===== src/hw/rtl/mhjs_pkg.sv =====
// Shared types, sizes and the heap ordering function for the min-heap job scheduler.
// No dependencies.
package mhjs_pkg;

	localparam int MAX_WORKERS = 256;
	localparam int ADDR_W      = (MAX_WORKERS > 1) ? $clog2(MAX_WORKERS) : 1;
	localparam int CIDX_W      = ADDR_W + 2;
	localparam int CNT_W       = $clog2(MAX_WORKERS + 1);
	localparam int CFG_W       = 9;
	localparam int WID_W       = 8;
	localparam int TIME_W      = 64;
	localparam int DUR_W       = 32;

	typedef struct packed {
		logic [TIME_W-1:0] free_time;
		logic [WID_W-1:0]  worker;
	} entry_t;

	typedef struct packed {
		logic [ADDR_W-1:0] rd_addr_l;
		logic [ADDR_W-1:0] rd_addr_r;
		logic              wr_en;
		logic [ADDR_W-1:0] wr_addr;
		entry_t            wr_data;
		logic              clr;
	} mem_req_t;

	typedef struct packed {
		entry_t left;
		entry_t right;
	} mem_rsp_t;

	typedef struct packed {
		logic [WID_W-1:0]  worker;
		logic [TIME_W-1:0] start;
	} res_t;

	// a orders before b by (free time, worker index)
	function automatic logic entry_less(entry_t a, entry_t b);
		logic lt;
		if (a.free_time != b.free_time) begin
			lt = a.free_time < b.free_time;
		end else begin
			lt = a.worker < b.worker;
		end
		return lt;
	endfunction

endpackage


===== src/hw/rtl/mhjs_out_buf.sv =====
// Two-entry result queue between the scheduler and the output channel.
// Depends on mhjs_pkg.
module mhjs_out_buf (
	input  logic            clk,
	input  logic            arst_n,
	input  logic            push,
	input  mhjs_pkg::res_t  push_data,
	input  logic            out_stall,
	output logic            out_valid,
	output mhjs_pkg::res_t  head,
	output logic            full
);

	logic [1:0] cnt_q;
	mhjs_pkg::res_t slot0_q, slot1_q;
	logic take;

	assign out_valid = (cnt_q != 2'd0);
	assign full      = (cnt_q == 2'd2);
	assign take      = out_valid && !out_stall;
	assign head      = slot0_q;

	always_ff @(posedge clk or negedge arst_n) begin
		if (!arst_n) begin
			cnt_q <= 2'd0;
		end else begin
			case ({push, take})
				2'b10:   cnt_q <= cnt_q + 2'd1;
				2'b01:   cnt_q <= cnt_q - 2'd1;
				default: cnt_q <= cnt_q;
			endcase
		end
	end

	always_ff @(posedge clk) begin
		if (take) begin
			slot0_q <= (cnt_q == 2'd2) ? slot1_q : push_data;
		end else if (push && cnt_q == 2'd0) begin
			slot0_q <= push_data;
		end
		if (push && !take && cnt_q == 2'd1) begin
			slot1_q <= push_data;
		end
	end

endmodule


===== config.mk =====
export PLATFORM = sky130hd
export DESIGN_NAME = mhjs_out_buf
export DESIGN_NICKNAME = d
export VERILOG_FILES = /design/src/hw/rtl/mhjs_pkg.sv /design/src/hw/rtl/mhjs_out_buf.sv
export SDC_FILE = /design/constraint.sdc
export NUM_CORES = 1
export LEC_CHECK = 0
export BUFFER_PORTS_ARGS = -buffer_cell sky130_fd_sc_hd__buf_2
export CELL_PAD_IN_SITES_DETAIL_PLACEMENT = 1
export CELL_PAD_IN_SITES_GLOBAL_PLACEMENT = 2
export CORE_ASPECT_RATIO = 0.75
export CORE_UTILIZATION = 35
export DETAILED_ROUTE_END_ITERATION = 12
export GPL_TIMING_DRIVEN = 0
export PLACE_DENSITY_LB_ADDON = 0.1
export SLEW_MARGIN = 20
export SYNTH_ARGS = -nofsm -noshare
export SYNTH_HDL_FRONTEND = slang
export SYNTH_SLANG_ARGS = --single-unit

===== constraint.sdc =====
create_clock -name clk -period 5.1 [get_ports clk]
set_input_delay 0.765 -clock clk [delete_from_list [all_inputs] [get_ports clk]]
set_output_delay 0.765 -clock clk [all_outputs]
set_load 0.1 [all_outputs]

# After elaboration in Yosys (flattened, before gate mapping)
# Cells that the tools add are included.
[op_classes] n_addsub=2 multipliers=0 div_mod_pow=0 order_cmp=0 eq_ne=4 shifts=0 mux=4 bitwise_logic=0 reduce_logical=10
[ops] operator="$mux W72" count=3
[ops] operator="$reduce_bool A2 Y1" count=3
[ops] operator="$eq A2 B1 Y1 const B" count=2
[ops] operator="$eq A2 B2 Y1 const B" count=2
[ops] operator="$logic_and A1 B1 Y1" count=4
[ops] operator="$pmux W2 S2" count=1
[ops] operator="$add A2 B1 Y2 const B" count=1
[ops] operator="$logic_not A1 Y1" count=2
[ops] operator="$logic_not A2 Y1" count=1
[ops] operator="$sub A2 B1 Y2 const B" count=1
[totals] reg_bits=146 latchBits=0 ramBits=0 romBits=0 out_inout_bits=74 wordCells=25 n_memories=0

# Depth between registers and ports, before layout
[depth] depth_word=5 depth_mapped=7

# Least setup slack after synthesis
# No wires, ideal clock.
[synth_path] path_type="reg2reg" start="reg cnt_q[0]" end="reg slot0_q, in the netlist head[0], enable pin" setup_time_ps=533 t_arrival_ps=5098 t_required_ps=4567 slack_ps=-531 path_stages_with_launch=5 path_buffers=0 cell_sequence="dfrtp_1 > inv_1 > ha_1 > inv_1 > mux2i_1"
[synth_between] elab_chain_len=3 elab_cells_between_ends=5
[synth_lines] element="from (decl)" line_no="mhjs_out_buf.sv:14" text="logic [1:0] cnt_q;"
[synth_lines] element="from (signal assigned)" line_no="mhjs_out_buf.sv:28" text="2'b10: cnt_q <= cnt_q + 2'd1;"
[synth_lines] element="from (signal assigned)" line_no="mhjs_out_buf.sv:29" text="2'b01: cnt_q <= cnt_q - 2'd1;"
[synth_lines] element="from (signal assigned)" line_no="mhjs_out_buf.sv:30" text="default: cnt_q <= cnt_q;"
[synth_lines] element="$reduce_bool A2 Y1" line_no="mhjs_out_buf.sv:18" text="assign out_valid = (cnt_q != 2'd0);"
[synth_lines] element="net out_valid" line_no="mhjs_out_buf.sv:9" text="output logic out_valid,"
[synth_lines] element="$logic_and A1 B1 Y1" line_no="mhjs_out_buf.sv:20" text="assign take = out_valid && !out_stall;"
[synth_lines] element="$reduce_bool A2 Y1 (no line)"
[synth_lines] element="to (signal assigned)" line_no="mhjs_out_buf.sv:37" text="slot0_q <= (cnt_q == 2'd2) ? slot1_q : push_data;"
[synth_lines] element="to (signal assigned)" line_no="mhjs_out_buf.sv:39" text="slot0_q <= push_data;"
[synth_lines] element="to (decl)" line_no="mhjs_out_buf.sv:15" text="mhjs_pkg::res_t slot0_q, slot1_q;"
# The timed path passes the listed nets, and every way through them passes these cells.
# A chain may end at the register's enable or synchronous reset.

# Final worst setup path
[layout_path] start="reg cnt_q[0]" end="out out_valid"
[layout_between] elab_chain_len=1
[layout_lines] element="$reduce_bool A2 Y1" line_no="mhjs_out_buf.sv:18"
[layout_lines] element="to (decl)" line_no="mhjs_out_buf.sv:9"
# Every way passes these cells.

==> flow_summary_export.csv <==
group,metric,value,unit
layout,drive_gt1_share,62.79,%
power,p_sw_share,42.42,%
layout,stdcell_count,641,
place,place_congestion,0.6755,
sta,fmax,406.5,MHz
drt,drt_pass1_iterations,4,
layout,fillers,1575,
global_routing,grt_antenna_before_repair,0,
clock_network,cts_tree,"yes",
layout,regArea,4374,µm²
global_routing,grt_usage,13.44,%
floorplan,ios,150,
setup_path,ff2ff_path_depth,7,
outcome,status,"completed",
layout,design_area,7482,µm²
clock_network,cts_root_buf,"clkbuf_16",
yosys,synth_nets,325,
layout,multi_input_comb_area,1212,µm²
power,power.density,651.6,nW/µm²
layout,finish.utilization,46.72,%
yosys,synthTopCellsByArea,"edfxtp_1 (75%), mux2_4 (18%), buf_12 (2.4%)",
sta,finalSetupViolations,0,
place,hpwl,7140,µm
yosys,synth.avg_cell_area,23.53,µm²
floorplan,core-area,16020,µm²
sta,finalHoldViolCount,0,
worst_hold_path,hold_class,"in -> async",
power,design_power_total,4.875,mW
power,internal-power,2.808,mW
setup_path,crit_path_max_fanout,3,
global_routing,first_global_vias,2918,
floorplan,start_util,35.85,%
sta,slew_headroom,55.84,%
sta,tns,0,ps
global_routing,grt_overflow_total,0,
power,power_frac_clock,25.9,%
clock_network,ctsHtreeMaxLevel,4,
place,placedCellCount,608,
power,p_sw,2.068,mW
yosys,synth_top_area_cell,"edfxtp_1",
drt,drt-vias-per-instance,4.359,
sta,rsz0062_at_grt,"false",
power,power_frac_seq,35.1,%
yosys,synth_seq_cells,146,
place,port-buffer-count,149,
yosys,netlist_area,5742,µm²
floorplan,fp.dieW,149.9,µm
place,post_dp_cell_area,6883,µm²
floorplan,die_h,112.9,µm
yosys,synth-main-ff-cell,"edfxtp_1",
floorplan,die_area,16930,µm²
yosys,yosysMostFrequentCell,"edfxtp_1",
clock_network,clock_latency,420,ps
clock_network,hold_buffers,0,
layout,syn_to_final_growth,30.31,%
yosys,synth-edff-count,144,
yosys,synth_top_area_share,75.31,%
drt,routed_wl,10530,µm
sta,final.setup_skew,6.819,ps
yosys,synth_cell_types,15,
clock_network,cts_setup_buffers,0,
sta,tightest_slew,648.5,ps
setup_path,cp-start-kind,"register",
yosys,postSynth.asyncResetShare,1.370,%
yosys,yosys_warnings,0,
run,maxCapViolCount,0,
sta,final.min_clock_period,2460,ps
yosys,yosys-top-cells-count,"edfxtp_1 (144), mux2_4 (70), buf_12 (7)",
power,p_leak,2.957,nW
power,pwr-share-comb,39.0,%
yosys,yosysSeqAreaShare,76.18,%
clock_network,cts_buffers,17,
power,peakVddDrop,414.7,µV
drt,num_vias,2794,
setup_path,cp.arrival,1700,ps
setup_path,crit_type,"reg -> out",
clock_network,ctsResizeCount,0,
global_routing,grt_max_degree,41,
drt,drtAntennaViolNets,0,
setup_path,worstSetupEndpointType,"output port",
floorplan,row_count,40,
layout,nNetsFinal,498,
clock_network,clock-sinks,146,
drt,wire_per_inst,16.43,µm
drt,drc_errors,0,
sta,min_period_over_period,48.24,%
yosys,syn_inst,244,
sta,final_max_slew_viol_count,0,
global_routing,grt_pass1_wl,16280,µm
drt,drtIter0Drc,95,
clock_network,clk_pin_slew_worst_paths,60,ps
setup_path,crit_required,4340,ps
clock_network,clockBufferDepth,2,
==> kinds of logic (layout without fill, tap and decap cells) <==
logic type	after synthesis	in the layout	share of synthesized area (%)
AOI/OAI and AO/OA	1	1	0.08708
adders and majority gates	5	5	1.090
DFF	146	146	76.18
other	0	1	0
and+or+nand+nor	4	4	0.5012
muxes	73	73	18.87
xor gates and xnor gates	2	2	0.3051
buffers and inverters	13	199	2.964
==> worst paths after layout <==
path	slack, ps	from	end
max in group asynchronous	4880	arst_n	cnt_q[1]
min in group clk	500	cnt_q[0]	cnt_q[0]
worst max register to register	2800	cnt_q[0]	head[30]
worst min register to register	500	cnt_q[0]	cnt_q[0]
worst min-delay path	120	arst_n	cnt_q[0]
worst max-delay path	2640	cnt_q[0]	out_valid
==> state kept, by name, summed over array words and instances, names as in the netlist <==
signal / flops
cnt_q: 2
slot1_q: 72
head: 72
==> worst max-delay path, cell delays in order, from the launching register on <==
cell,delay [ps]
dfrtp_1,390
inv_1,70
ha_1,230
inv_1,130
buf_2,450
==> cell type report <==
| type | count | area share (%) |
|---|---|---|
| antenna | 1 | 0.03344 |
| multi-input combinational | 85 | 16.20 |
| timing repair buffer | 154 | 11.54 |
| clock buffer | 17 | 5.686 |
| tap | 210 | 3.512 |
| sequential | 146 | 58.46 |
| clock inverter | 15 | 2.291 |
| buffer | 8 | 2.023 |
| inverter | 5 | 0.2508 |
==> cell usage in the layout (no fill, tap or decap) <==
master      instances
clkinv_4            3
mux2_4             70
clkbuf_16          17
inv_8               2
clkinv_2            1
xnor2_1             2
nand2_1             1
mux2i_4             1
buf_12              8
mux2_2              2
buf_2             149
clkinvlp_4          3
o21ai_0             1
and2_4              1
dfrtp_1             2
diode_2             1
buf_16              3
buf_8               1
inv_6               4
buf_6               1
or2_2               1
nor3b_2             1
bufinv_16           2
inv_1               5
ha_1                5
edfxtp_1          144
==> power groups by stage <==
stage	clock network (mW)	registers [mW]	logic, mW
5_1_grt	1.34	1.74	1.98
3_5_place_dp	0	1.74	1.93
6_report	1.26	1.71	1.90
2_1_floorplan	0	2.84	0.491
3_3_place_gp	0	1.77	1.84
4_1_cts	1.30	1.72	1.93
==> routing by layer <==
| metal | wire [µm] | share of wire, % | GRT usage, % |
|---|---|---|---|
| met4 | 209 | 2.0 | 7.475 |
| met1 | 4668 | 44 | 17.38 |
| met3 | 1000 | 9.5 | 5.403 |
| met2 | 4653 | 44 | 19.14 |
| met5 | 0 | 0 | 0 |
==> stage by stage <==
step | hold slack [ps] | setup WS, ps
after global routing | 107.5 | 2523
after global placement | 503.0 | -41.48
after detailed placement | 509.8 | 2718
final | 119.9 | 2640
after floorplan | 469.4 | 862.4
after CTS | 102.5 | 2604
Note: power is estimated with default switching activity, not from simulation.
