[src/hw/rtl/mhjs_pkg.sv]
// Shared types, sizes and the heap ordering function for the min-heap job scheduler.
// No dependencies.
package mhjs_pkg;

	localparam int MAX_WORKERS = 256;
	localparam int ADDR_W      = (MAX_WORKERS > 1) ? $clog2(MAX_WORKERS) : 1;
	localparam int CIDX_W      = ADDR_W + 2;
	localparam int CNT_W       = $clog2(MAX_WORKERS + 1);
	localparam int CFG_W       = 9;
	localparam int WID_W       = 8;
	localparam int TIME_W      = 64;
	localparam int DUR_W       = 32;

	typedef struct packed {
		logic [TIME_W-1:0] free_time;
		logic [WID_W-1:0]  worker;
	} entry_t;

	typedef struct packed {
		logic [ADDR_W-1:0] rd_addr_l;
		logic [ADDR_W-1:0] rd_addr_r;
		logic              wr_en;
		logic [ADDR_W-1:0] wr_addr;
		entry_t            wr_data;
		logic              clr;
	} mem_req_t;

	typedef struct packed {
		entry_t left;
		entry_t right;
	} mem_rsp_t;

	typedef struct packed {
		logic [WID_W-1:0]  worker;
		logic [TIME_W-1:0] start;
	} res_t;

	// a orders before b by (free time, worker index)
	function automatic logic entry_less(entry_t a, entry_t b);
		logic lt;
		if (a.free_time != b.free_time) begin
			lt = a.free_time < b.free_time;
		end else begin
			lt = a.worker < b.worker;
		end
		return lt;
	endfunction

endpackage

[src/hw/rtl/mhjs_sift_ctrl.sv]
// Sift-down sequencer: holds the heap root, updates it per item and sinks it
// one level per read/compare pair through mhjs_heap_mem. Depends on mhjs_pkg.
module mhjs_sift_ctrl (
	input  logic                         clk,
	input  logic                         arst_n,
	input  logic                         go,
	input  logic [mhjs_pkg::DUR_W-1:0]   job_duration,
	input  logic [mhjs_pkg::CNT_W-1:0]   worker_n,
	input  logic                         clr,
	output logic                         busy,
	output mhjs_pkg::entry_t             top,
	output mhjs_pkg::mem_req_t           req,
	input  mhjs_pkg::mem_rsp_t           rsp
);

	typedef enum logic [1:0] {ST_IDLE, ST_RD, ST_CMP} state_t;

	state_t state_q;
	logic [mhjs_pkg::ADDR_W-1:0] pos_q;
	mhjs_pkg::entry_t x_q, top_q;
	logic r_ok_q;

	logic [mhjs_pkg::CIDX_W-1:0] lidx, ridx, n_ext;
	logic leaf, use_r, sink;
	mhjs_pkg::entry_t c, wdata;
	logic [mhjs_pkg::ADDR_W-1:0] cidx;
	logic [mhjs_pkg::TIME_W:0] sum;
	logic [mhjs_pkg::TIME_W-1:0] fin;

	always_comb begin
		lidx  = {1'b0, pos_q, 1'b1};
		ridx  = lidx + mhjs_pkg::CIDX_W'(1);
		n_ext = mhjs_pkg::CIDX_W'(worker_n);
		leaf  = lidx >= n_ext;
		use_r = r_ok_q && mhjs_pkg::entry_less(rsp.right, rsp.left);
		c     = use_r ? rsp.right : rsp.left;
		cidx  = use_r ? ridx[mhjs_pkg::ADDR_W-1:0] : lidx[mhjs_pkg::ADDR_W-1:0];
		sink  = mhjs_pkg::entry_less(c, x_q);
		wdata = (state_q == ST_CMP && sink) ? c : x_q;
		sum   = {1'b0, top_q.free_time} + (mhjs_pkg::TIME_W+1)'(job_duration);
		fin   = sum[mhjs_pkg::TIME_W] ? '1 : sum[mhjs_pkg::TIME_W-1:0];

		req.rd_addr_l = lidx[mhjs_pkg::ADDR_W-1:0];
		req.rd_addr_r = ridx[mhjs_pkg::ADDR_W-1:0];
		req.wr_en     = ((state_q == ST_RD && leaf) || state_q == ST_CMP) && (pos_q != '0);
		req.wr_addr   = pos_q;
		req.wr_data   = wdata;
		req.clr       = clr;
	end

	assign busy = (state_q != ST_IDLE);
	assign top  = top_q;

	always_ff @(posedge clk or negedge arst_n) begin
		if (!arst_n) begin
			state_q <= ST_IDLE;
			pos_q   <= '0;
			x_q     <= '0;
			top_q   <= '0;
			r_ok_q  <= 1'b0;
		end else if (clr) begin
			state_q <= ST_IDLE;
			top_q   <= '0;
		end else begin
			unique case (state_q)
				ST_IDLE: begin
					if (go) begin
						x_q     <= '{free_time: fin, worker: top_q.worker};
						pos_q   <= '0;
						state_q <= ST_RD;
					end
				end
				ST_RD: begin
					if (leaf) begin
						if (pos_q == '0) begin
							top_q <= x_q;
						end
						state_q <= ST_IDLE;
					end else begin
						r_ok_q  <= ridx < n_ext;
						state_q <= ST_CMP;
					end
				end
				ST_CMP: begin
					if (pos_q == '0) begin
						top_q <= wdata;
					end
					if (sink) begin
						pos_q   <= cidx;
						state_q <= ST_RD;
					end else begin
						state_q <= ST_IDLE;
					end
				end
				default: state_q <= ST_IDLE;
			endcase
		end
	end

endmodule

[config.mk]
export PLATFORM = sky130hd
export DESIGN_NAME = mhjs_sift_ctrl
export DESIGN_NICKNAME = d
export VERILOG_FILES = /design/src/hw/rtl/mhjs_pkg.sv /design/src/hw/rtl/mhjs_sift_ctrl.sv
export SDC_FILE = /design/constraint.sdc
export NUM_CORES = 1
export LEC_CHECK = 0
export BUFFER_PORTS_ARGS = -buffer_cell sky130_fd_sc_hd__buf_2
export CAP_MARGIN = 20
export CORE_MARGIN = 2
export CORE_UTILIZATION = 48
export CTS_BUF_LIST = sky130_fd_sc_hd__clkbuf_8
export CTS_CLUSTER_SIZE = 28
export DETAILED_ROUTE_END_ITERATION = 10
export PLACE_DENSITY = 0.73
export REMOVE_ABC_BUFFERS = 1
export SYNTH_ARGS = -nofsm -noshare
export SYNTH_HDL_FRONTEND = slang
export SYNTH_SLANG_ARGS = --single-unit
[constraint.sdc]
create_clock -name clk -period 10.73 [get_ports clk]
set_input_delay 1.073 -clock clk [delete_from_list [all_inputs] [get_ports clk]]
set_output_delay 1.073 -clock clk [all_outputs]
set_load 0.01 [all_outputs]
# [Yosys cells after proc, flatten, opt, wreduce, memory -nomap -nowiden]
# Cells that the tools add are included.
[word_totals] out_inout_bits=171 wordCells=61 in_bits=189 reg_bits=155
[op_classes] reduce_logical=15 mux=19 eq_ne=10 n_bitwise=2 addsub=2 order_cmp=6
[op_table] operator="$mux W72" count=6
[op_table] operator="$pmux W72 S2" count=1
[op_table] operator="$lt A64 B64 Y1" count=2
[op_table] operator="$ne A64 B64 Y1" count=2
[op_table] operator="$add A64 B32 Y65" count=1
[op_table] operator="$mux W64" count=1
[op_table] operator="$mux W8" count=3
[op_table] operator="$lt A8 B8 Y1" count=2
[op_table] operator="$pmux W8 S2" count=1
[op_table] operator="$add A9 B1 Y10 const B" count=1
[op_table] operator="$lt A10 B9 Y1" count=1
[op_table] operator="$ge A9 B9 Y1" count=1
[op_table] operator="$logic_not A8 Y1" count=1
[op_table] operator="$reduce_and A4 Y1" count=2
[op_table] operator="$reduce_bool A8 Y1" count=1
[op_table] operator="$mux W2" count=3
[op_table] operator="$ne A3 B2 Y1 const B" count=2
[op_table] operator="$ne A3 B3 Y1 const B" count=2
[op_table] operator="$pmux W2 S3" count=1
[op_table] operator="$reduce_and A3 Y1" count=2
[op_table] operator="$logic_and A1 B1 Y1" count=4
[op_table] operator="$ne A2 B2 Y1 const B" count=2
[op_table] operator="$reduce_bool A2 Y1" count=2
[op_table] operator="$mux W1" count=3
[op_table] operator="6 further kinds" count=7

# [Logic depth before layout (Yosys ltp)]
[depth] depth_word=11 mapped_depth=25

# [Least setup slack after synthesis]
# Ideal clock, no wire load.
[synth_timing] kind="in2out" from="in rsp[113] in the netlist's numbering" to="out req[16] in the netlist's numbering" slack_ns=2.730 stages=22 path_buffers=3 t_arrival_ns=6.927 t_required_ns=9.657 path_cell_list="inv_1 -> ha_1 -> a21oi_1 -> o21ai_0 -> a221o_1 -> a2111o_1 -> a21oi_1 -> o21ai_0 -> mux2i_1 -> clkbuf_1 -> mux2_2 -> ha_1 -> and4_1 -> nand3_1 -> or4_1 -> or3_1 -> or4_4 -> or4_4 -> a31oi_4 -> buf_8 -> buf_12 -> mux2_4"
[synth_rtl] item="start: declaration" line_no="mhjs_sift_ctrl.sv:13" text="input mhjs_pkg::mem_rsp_t rsp"
[synth_rtl] item="end: declaration" line_no="mhjs_sift_ctrl.sv:12" text="output mhjs_pkg::mem_req_t req,"

==> impl_results.md <==
- Worst endpoint data arrival time: ~8 ns
- Clk root buf: clkbuf_8
- Core area: approximately 0.029 sq mm
- I/O Buffers: roughly 360
- GRT Overall Usage: about 28%
- TritonCTS clock tree: built
- EDFF count, synth: 0
- HP Class: reg2reg
- Hold Fails Final Rpt: 0
- Asr flop ratio synth: 100%
- Die W: 175 microns
- Drt wl/cell: slightly below 20 microns
- Vias in the first global route: 12800
- Synth Flop Type: dfrtp_1
- Max Freq: 0.110 GHz
- Min Hold Slack: around 0.52 ns
- CTS Buffer Depth: 2
- Post-synthesis area per instance: 9.45 sq um
- RR Startpoint: r_ok_q
- DR pass1 iterations: 5
- First-pass GRT wire length: 67.6 mm
- Maximum level of the CTS H-tree: 4
- Synth area leaders: dfrtp_1, ha_1, mux2_2
- Hpwl dp: between 30 and 40 mm
- Drt total wl: 43.2 mm
- Die ar.: 0.0305 sq mm
- Warnings, synthesis: 0
- Final setup vio count: 0
- Fin crit share: between 80% and 90%
- Non-Filler Instances: roughly 2200
- Fraction of layout cells with a size suffix above 1: a little under a third
- Total power: around 0.0021 W
- Cells after Synth: 1477
- Clk_lat worst skew: 0.47 ns
- Required time worst endpoint: 9.66 ns
- Sw Ratio: about two fifths
- Commonest non-fill, non-tap cell in the layout: buf_2
- Placer Congestion: about 0.9
- # DRC: 0
- Max-cap viol count: 0
- Hold Path Depth: 2
- Setup Fix Bufs, Post-CTS: 0
- Worst reg-to-reg path cell count: 19
- CTS Hold Bufs: 0
- Worst Tran Pin Value: 1.16 ns
- # IOs: 360
- Synthesized cell area: around 0.014 sq mm
- Worst setup startpoint: rsp[22]
- Cts bufs inserted: 17
- DP Area: approximately 0.016 sq mm
- Leakage: between 8 and 9 nW
- Net Sw Power: ~0.00084 W
- Clock power share: between 20% and 30%
- Unrepaired setup endpoints after global routing: false
- Pint: 0.00130 W
- Remaining antenna violation count after routing: 0
- Crit path time final: around 9.1 ns
- Register area share after synthesis: roughly 28%
- CP Max Fanout: 28
- Avg Vias per Cell: approximately 5.8
- Area Growth Syn to Fin: 17.8%
- Status: complete, no violations
- Clock-pin slew of the registers on the worst-case setup and hold paths: approximately 0.090 ns
- Initial antenna violation count: 5
- Gr ovfl total: 0
- Most frequent cells in the layout: buf_2, ha_1, inv_1
- WS Path Type: in2out
- Fin area: between 0.015 and 0.02 sq mm
- Placed cells: 2168
- Starting Density: between 40% and 50%
- Num rows: 62
- Combinational share of power: between 40% and 50%
- Critical Path Sink Type: output port
- Clk sinks: 155
- Clock Skews: between 0.02 and 0.025 ns
- HP Start: x_q[0]
- Yosys cell types: 64
- CTS resizes: 0
- Worst rel slew slack: roughly 22%
- Iteration-0 DRC Markers: between 700 and 800
- Largest net degree at the start of global routing: 90
- Synth top area share: between 20 and 30%
- Die H: between 150 and 200 microns
- Synthesized flop and latch total: around 160
- Final Max Slew Viols: 0
- Startpoint Class: primary input
- Pwr Density: between 100 and 150 mW/mm^2
- Layout Nets: roughly 2200
- Largest area contributor in the netlist: dfrtp_1
- Power share of the sequential group: about a third
- VDD IR-drop max: around 0.06 mV
- Vias: 12800
==> worst max-delay path: stages <==
cell	delay, ns
buf_2	0.11
ha_1	0.31
nand4_1	0.22
nor4_1	0.62
nand3_1	0.20
nor2_1	0.34
mux2i_4	0.35
buf_4	0.36
mux2_2	0.42
ha_1	0.30
nand4_1	0.18
nor4_1	0.55
nand3_1	0.19
or3_1	0.44
or4_4	0.57
or4_4	0.45
a31oi_4	0.22
buf_4	0.48
mux2_2	0.42
buf_2	0.14
==> synthesized netlist by cell type (3+ instances only) <==
cell type and instances:
a211oi_1 10, o21ai_1 3, dfrtp_1 155, o21bai_1 7
o22ai_1 8, a21boi_0 3, o221ai_1 4, nor3b_1 4
nor2b_1 9, a22o_1 70, a21oi_1 80, a2bb2oi_1 6
mux2_2 85, o211ai_1 7, xor2_1 14, a21o_1 33
a31oi_1 7, o21a_1 13, or3_1 13, o21ai_0 59
clkbuf_1 42, or4_1 4, buf_4 11, a22oi_1 51
nand4_1 26, nor4_1 17, and4_1 5, a221oi_1 6
xnor2_1 51, nand2b_1 11, and3_1 14, inv_1 185
mux2_4 56, nor3_1 15, ha_1 192, buf_12 5
nand2_1 75, and2_1 3, or2_2 5, nor2_1 37
a32oi_1 5, nand3_1 35, mux2i_1 5
==> power groups by stage <==
stage,clock (W),sequential (W),combinational (W)
global placement,0,0.000695,0.000932
detailed placement,0,0.000696,0.000947
finish,0.000491,0.000686,0.000957
CTS,0.000503,0.000684,0.000955
floorplan,0,0.000686,0.000638
global route,0.000527,0.000692,0.00105
==> kinds of logic after synthesis <==
family | share of synthesized area [%]
flops | 27.8
buf+inv | 7.72
compound gates | 19.6
simple gates | 10.1
xor+xnor | 4.08
other cells | 0.0538
mux | 13.2
fa+ha+maj | 17.4
==> per-layer routing <==
metal	track usage (%)	part of all wire, %	vias up	wire, microns
li1	-	-	6034	-
met1	35.5	43	6119	18400
met2	48.4	48	525	20600
met3	5.49	6.9	82	2960
met4	8.85	2.7	4	1170
met5	0	0.058	-	25
==> flip-flops by register name, summed over array words and instances (netlist names) <==
register and cells:
x_q 72, pos_q 8, top 72, r_ok_q 1, state_q 2
==> metrics by stage <==
step	TNS (ns)	setup WS, ns	util, %
4_1_cts	0	1.52	57.3
3_5_place_dp	0	1.55	55.8
3_3_place_gp	0	1.70	55.8
5_1_grt	0	1.11	57.3
6_report	0	1.65	57.3
2_1_floorplan	-230.59	-2.06	-
==> final timing paths <==
kind	endpoint	slack [ns]
max in group asynchronous	top[50]	8.65
hold / removal	x_q[0]	0.52
setup / recovery	req[72]	1.65
min in group asynchronous	top[30]	0.63
hold reg to reg	x_q[0]	0.52
setup reg to reg	top[71]	4.13
==> layout make-up <==
cell class	count	area, sq um
fillers	2608	12300
multi-input cells	1074	9040
flip-flops and latches	155	3880
repair buffers	370	1920
inverters	185	694
well taps	384	480
clock buffers	17	234
clock inverters	15	195
diodes	3	7.51
(Power assumes the default switching activity.)
